<file path="src/rtl/i2f_pkg.sv">
// ----------------------------------------------------------------------------
// Integer to single-precision conversion package
// Widths, exponent bias and the leading-one detector result type shared by
// the conversion pipeline and its leading-one detector.
// ----------------------------------------------------------------------------
`default_nettype none

package i2f_pkg;

    localparam int WORD_W   = 32;
    localparam int FRAC_W   = 23;
    localparam int EXP_W    = 8;
    localparam int POS_W    = $clog2(WORD_W);
    localparam int MANT_W   = FRAC_W + 1;
    localparam int EXP_BIAS = 127;

    typedef struct packed {
        logic             zero;
        logic [POS_W-1:0] pos;
    } lod_t;

endpackage : i2f_pkg

`default_nettype wire

</file>
<file path="src/rtl/i2f_lod.sv">
// ----------------------------------------------------------------------------
// Leading-one detector
// Gives the position of the most significant set bit of a word and flags a
// word that has no set bit at all.
// ----------------------------------------------------------------------------
`default_nettype none

module i2f_lod
    import i2f_pkg::*;
(
    input  wire logic [WORD_W-1:0] mag,
    output lod_t                   lod
);

    always_comb
    begin
        lod.pos  = '0;
        lod.zero = ~(|mag);
        for (int i = 0; i < WORD_W; i++)
        begin
            if (mag[i])
            begin
                lod.pos = POS_W'(i);
            end
        end
    end

endmodule : i2f_lod

`default_nettype wire

</file>
<file path="src/rtl/int32_to_float32_convert_core.sv">
// ----------------------------------------------------------------------------
// Signed 32-bit integer to IEEE 754 single-precision converter
// Converts each request of a two's complement integer into the bit pattern of
// the nearest single-precision value, rounding to nearest with ties to even.
//
// The input channel carries int_value under in_valid and in_stall; the output
// channel carries float_bits under out_valid and out_stall. A request is taken
// at a clock edge where valid is high and stall is low.
// The datapath is a four-register pipeline: magnitude, leading-one detect,
// normalise and round, then exponent assembly into the output register.
// A result passes the magnitude, leading-one detect and normalise and round
// registers before it shows on out_valid. Unless the output stalls, a new
// request may enter in every cycle, so the throughput is one request per cycle.
// Each stage loads whenever it is empty or the stage after it moves on, so
// a stall on the output only holds the stages that are full; empty stages
// behind it still fill. in_stall rises once every stage is full and the
// output is stalled. A stalled result is held unchanged on float_bits.
// Reset empties the pipeline at once; no request is in flight after it.
// ----------------------------------------------------------------------------
`default_nettype none

module int32_to_float32_convert_core
    import i2f_pkg::*;
(
    input  wire logic              clk,
    input  wire logic              rst_n,
    input  wire logic              in_valid,
    output logic                   in_stall,
    input  wire logic [WORD_W-1:0] int_value,
    output logic                   out_valid,
    input  wire logic              out_stall,
    output logic [WORD_W-1:0]      float_bits
);

    logic              s1_valid_reg;
    logic              s1_sign_reg;
    logic [WORD_W-1:0] s1_mag_reg;

    logic              s2_valid_reg;
    logic              s2_sign_reg;
    logic              s2_zero_reg;
    logic [POS_W-1:0]  s2_pos_reg;
    logic [WORD_W-1:0] s2_mag_reg;

    logic              s3_valid_reg;
    logic              s3_sign_reg;
    logic              s3_zero_reg;
    logic [POS_W-1:0]  s3_pos_reg;
    logic [MANT_W-1:0] s3_mant_reg;
    logic              s3_round_reg;

    logic              out_valid_reg;
    logic [WORD_W-1:0] out_bits_reg;

    logic              adv1;
    logic              adv2;
    logic              adv3;
    logic              adv4;

    logic [WORD_W-1:0] s1_mag_next;
    lod_t              s2_lod;
    logic [WORD_W-1:0] s3_norm;
    logic [WORD_W-1:0] out_bits_next;
    logic [EXP_W-1:0]  exp_field;
    logic [MANT_W:0]   mant_rounded;

    assign adv4 = ~out_valid_reg | ~out_stall;
    assign adv3 = ~s3_valid_reg | adv4;
    assign adv2 = ~s2_valid_reg | adv3;
    assign adv1 = ~s1_valid_reg | adv2;

    assign in_stall   = ~adv1;
    assign out_valid  = out_valid_reg;
    assign float_bits = out_bits_reg;

    assign s1_mag_next = int_value[WORD_W-1] ? (WORD_W'(0) - int_value) : int_value;

    i2f_lod u_lod
    (
        .mag (s1_mag_reg),
        .lod (s2_lod)
    );

    assign s3_norm = s2_mag_reg << (POS_W'(WORD_W - 1) - s2_pos_reg);

    assign exp_field     = EXP_W'(s3_pos_reg) + EXP_W'(EXP_BIAS - 1);
    assign mant_rounded  = {1'b0, s3_mant_reg} + (MANT_W + 1)'(s3_round_reg);
    assign out_bits_next = s3_zero_reg ? '0 :
                           ({s3_sign_reg, exp_field, FRAC_W'(0)}
                            + WORD_W'(mant_rounded));

    always_ff @(posedge clk or negedge rst_n)
    begin
        if (!rst_n)
        begin
            s1_valid_reg  <= 1'b0;
            s2_valid_reg  <= 1'b0;
            s3_valid_reg  <= 1'b0;
            out_valid_reg <= 1'b0;
        end
        else
        begin
            if (adv1)
            begin
                s1_valid_reg <= in_valid;
            end
            if (adv2)
            begin
                s2_valid_reg <= s1_valid_reg;
            end
            if (adv3)
            begin
                s3_valid_reg <= s2_valid_reg;
            end
            if (adv4)
            begin
                out_valid_reg <= s3_valid_reg;
            end
        end
    end

    always_ff @(posedge clk)
    begin
        if (adv1)
        begin
            s1_sign_reg <= int_value[WORD_W-1];
            s1_mag_reg  <= s1_mag_next;
        end
        if (adv2)
        begin
            s2_sign_reg <= s1_sign_reg;
            s2_zero_reg <= s2_lod.zero;
            s2_pos_reg  <= s2_lod.pos;
            s2_mag_reg  <= s1_mag_reg;
        end
        if (adv3)
        begin
            s3_sign_reg  <= s2_sign_reg;
            s3_zero_reg  <= s2_zero_reg;
            s3_pos_reg   <= s2_pos_reg;
            s3_mant_reg  <= s3_norm[WORD_W-1 -: MANT_W];
            s3_round_reg <= s3_norm[WORD_W-MANT_W-1]
                            & ((|s3_norm[WORD_W-MANT_W-2:0]) | s3_norm[WORD_W-MANT_W]);
        end
        if (adv4)
        begin
            out_bits_reg <= out_bits_next;
        end
    end

endmodule : int32_to_float32_convert_core

`default_nettype wire

</file>
<file path="config.mk">
export PLATFORM = sky130hd
export DESIGN_NAME = int32_to_float32_convert_core
export DESIGN_NICKNAME = d
export VERILOG_FILES = /design/src/rtl/i2f_pkg.sv /design/src/rtl/i2f_lod.sv /design/src/rtl/int32_to_float32_convert_core.sv
export SDC_FILE = /design/constraint.sdc
export NUM_CORES = 1
export LEC_CHECK = 0
export ABC_CLOCK_PERIOD_IN_PS = 3900
export BUFFER_PORTS_ARGS = -buffer_cell sky130_fd_sc_hd__buf_4
export CORE_ASPECT_RATIO = 1.4
export CORE_UTILIZATION = 30
export DETAILED_ROUTE_END_ITERATION = 7
export PLACE_DENSITY = 0.47
export SETUP_SLACK_MARGIN = 0.5
export SYNTH_ARGS = -nofsm -noshare
export SYNTH_HDL_FRONTEND = slang
export SYNTH_SLANG_ARGS = --single-unit
export TNS_END_PERCENT = 1
</file>
<file path="constraint.sdc">
create_clock -name clk -period 3.9 [get_ports clk]
set_input_delay 1.17 -clock clk [delete_from_list [all_inputs] [get_ports clk]]
set_output_delay 1.17 -clock clk [all_outputs]
set_load 0.03 [all_outputs]
</file>
==> summary.txt <==
Status
  • Run status: complete, no violations

Clocking
  • Clock latency on the worst-skew pair: 0.42 ns
  • Clock transition at path regs: 0.06 ns
  • Clock Sinks: 140
  • # hold bufs at CTS: 0
  • # H-tree levels: 4
  • CTS tree: done
  • CTS root buffer: clkbuf_16
  • CTS Buffer Depth: 2
  • # resized after CTS: 0
  • Num CTS Buffers: 17
  • Post-CTS Setup Bufs: 0

Power
  • Leakage: 3.34 nW
  • PD cells: 575 mW/mm2
  • Peak supply drop: 0.000336 V

Cells and area
  • Area growth syn-to-layout: 18.8%
  • # fillers: 2447
  • Reg area: 0.00418 mm2
  • ANT cells: 0
  • Final Instance Count excl. Fillers: 1034
  • Final core utilization: 36.6%
  • Share of cells above drive strength 1: 22.9%
  • Area of the multi-input gates: 0.00331 mm2
  • Nets: 748

Setup path
  • Critical Path, Cell by Cell: buf_4 -> and3_1 -> nand3_4 -> inv_1 -> buf_4
  • Most common cell on crit path: buf_4
  • CP Launch Type: primary input
  • Top Family by Delay on Critical Path: simple AND/OR/NAND/NOR gates
  • WP data required: 2.73 ns
  • Kind of critical path: primary input to output pin
  • Buffers plus inverters on the worst setup path: 3
  • Crit path max fanout: 3
  • Worst path max stage delay: 0.24 ns
  • CP arrival: 1.78 ns
  • Slowest-stage cell, CP: and3_1
  • Critical Path Sink Type: output pin

Floorplanning
  • Initial Utilization: 30.8%
  • Die X: 137 um
  • Row count: 68
  • Die area: 0.0262 mm2
  • Chip Height: 191 um
  • Core Box Area: 0.0248 mm2
  • I/O pin count: 70

STA
  • Rel. slew slack: 34.4%
  • Max-slew violation count: 0
  • Clock skew: 0.0104 ns
  • Period utilization: 75.7%
  • Final setup vio count: 0
  • Final hold vios: 0
  • RSZ-0062 raised after global routing: false
  • TNS Setup: 0 ns
  • Worst-Margin Slew: 0.984 ns
  • Max Fclk: 339 MHz
  • Post-layout minimum cycle time: 2.95 ns

Synth
  • FFs w/ async S/R, synth: 2.86%
  • Sequential cell area fraction in the yosys report: 54.6%
  • Flops & latches, synth: 140
  • Synth Area in Simple Gates: 16.1%
  • Top-count cell post-synth: edfxtp_1
  • Mapped Cells: 632
  • Xor and xnor area share after synthesis: 5.83%
  • Largest family of logic cells by synthesized area: simple AND/OR/NAND/NOR gates
  • Ys Warns: 0
  • Largest area contributor in the netlist: edfxtp_1
  • Complex-gate fraction of the synthesized area: 7.61%
  • Synth unique cells: 62
  • Synth top cells by count: edfxtp_1 (136), nand2_1 (77), nor2_1 (56), o21ai_0 (39), xnor2_1 (37)
  • Adder-cell share of the synthesized area: 0.980%
  • Area contributors post-synth: edfxtp_1 (53%), mux4_2 (6.8%), xnor2_1 (4.2%)
  • Syn Area/Cell: 12.1 um2
  • Mux share of post-synthesis cell area: 12.4%
  • Main synth FF type: edfxtp_1
  • Post-synth top area share: 53.3%
  • Post-Syn Area: 0.00766 mm2
  • EDFF count, synth: 136
  • Syn_nets: 674

Route
  • Per-cell routed wire length: 15.0 um
  • First drt pass iteration count: 6
  • Vias after detailed routing: 5038
  • Routed Antenna Nets: 0
  • Initial drt markers: 182
  • WL final: 15.5 mm
  • DRC viols: 0
  • Vias per cell: 4.87

Placement
  • Inst Count DP: 1002
  • DPL Wire Length: 12.3 mm
  • RePlAce Congestion: 0.847
  • IO Port Bufs: 69

GRT
  • Total grt overflow: 0
  • All-Layer GR Usage: 12.4%
  • Vias in the first global route: 4930
  • Largest net degree at the start of global routing: 41
  • Initial antenna violation count: 0
  • Global-route wire length before repair: 24.7 mm

Run
  • Number of max-cap violations: 0

Hold path
  • Hold WC Path Type: flop to flop
-- layer usage --
layer / part of all wire, % / routed length [um] / track usage (%) / vias up
li1: - / - / - / 2547
met1: 38 / 5920 / 11.9 / 2347
met2: 56 / 8650 / 24.3 / 125
met3: 3.2 / 490 / 2.33 / 19
met4: 2.6 / 401 / 6.34 / 0
met5: 0 / 0 / 0 / -
-- kinds of logic (layout without fill, tap and decap cells) --
| group | Yosys count | after routing |
|---|---|---|
| simple gates | 238 | 238 |
| flops | 140 | 140 |
| compound gates | 91 | 91 |
| mux | 65 | 65 |
| xor+xnor | 51 | 51 |
| buf+inv | 41 | 128 |
| fa+ha+maj | 6 | 6 |
-- final cells by class --
cell class              instances  area share (%)
inverters                      15           0.618
well taps                     315            4.33
clock inverters                15            1.42
repair buffers                 81            6.68
flip-flops and latches        140            46.0
multi-input cells             451            36.3
clock buffers                  17            4.67
-- stage by stage --
stage          instance area, um2  worst slack [ns]  power (mW)  hold WS (ns)
6_report                     9100             0.947        5.24         0.418
5_1_grt                      9100             0.903        5.53         0.429
4_1_cts                      9100             0.929        5.30         0.420
3_5_place_dp                 8550             0.789        3.79         0.405
3_3_place_gp                 8550             0.859        3.77         0.411
2_1_floorplan                7670             0.704        3.32         0.400
-- final timing paths --
check                      slack, ns                   endpoint                        start  cells past startpoint
setup reg to reg                1.33  s3_mant_reg[20]$_DFFE_PP_  s2_pos_reg[0]$_SDFFCE_PP1P_                      5
setup / recovery                0.95                   in_stall                    out_stall                      5
hold reg to reg                 0.42      s3_zero_reg$_DFFE_PP_        s2_zero_reg$_DFFE_PP_                      0
max in group asynchronous       3.27      out_valid$_DFFE_PN0P_                        rst_n                      1
min in group asynchronous       0.53   s3_valid_reg$_DFFE_PN0P_                        rst_n                      1
hold / removal                  0.42      s3_zero_reg$_DFFE_PP_        s2_zero_reg$_DFFE_PP_                      0
-- cell usage in the layout (no fill, tap or decap), types with 3 or more instances in the layout --
cell type / netlist / routed
edfxtp_1: 136 / 136
buf_4: 1 / 81
nand2_1: 77 / 77
nor2_1: 56 / 56
o21ai_0: 39 / 39
xnor2_1: 37 / 37
mux2i_1: 31 / 31
mux4_2: 23 / 23
nand3_1: 23 / 22
clkbuf_16: 0 / 17
xor2_1: 14 / 14
inv_1: 13 / 13
nand2b_1: 13 / 13
nor3_1: 12 / 12
o31ai_1: 12 / 12
mux2_2: 11 / 11
a21oi_1: 10 / 10
nand4_1: 10 / 10
o211ai_1: 8 / 8
nor4_1: 8 / 8
and3_1: 6 / 6
ha_1: 6 / 6
inv_6: 0 / 6
nor2b_1: 5 / 5
or4_1: 4 / 4
o41ai_1: 4 / 4
clkinv_4: 0 / 4
clkinvlp_4: 0 / 4
dfrtp_1: 4 / 4
nand4_2: 3 / 3
-- where the power goes --
group | leakage, nW | switching, mW | internal (mW)
Sequential | 1.42 | 0.253 | 2.06
Clock | 0.260 | 0.663 | 0.831
Combinational | 1.66 | 0.802 | 0.625
Total | 3.34 | 1.72 | 3.52
No activity file was read; power rests on OpenSTA's default activity.
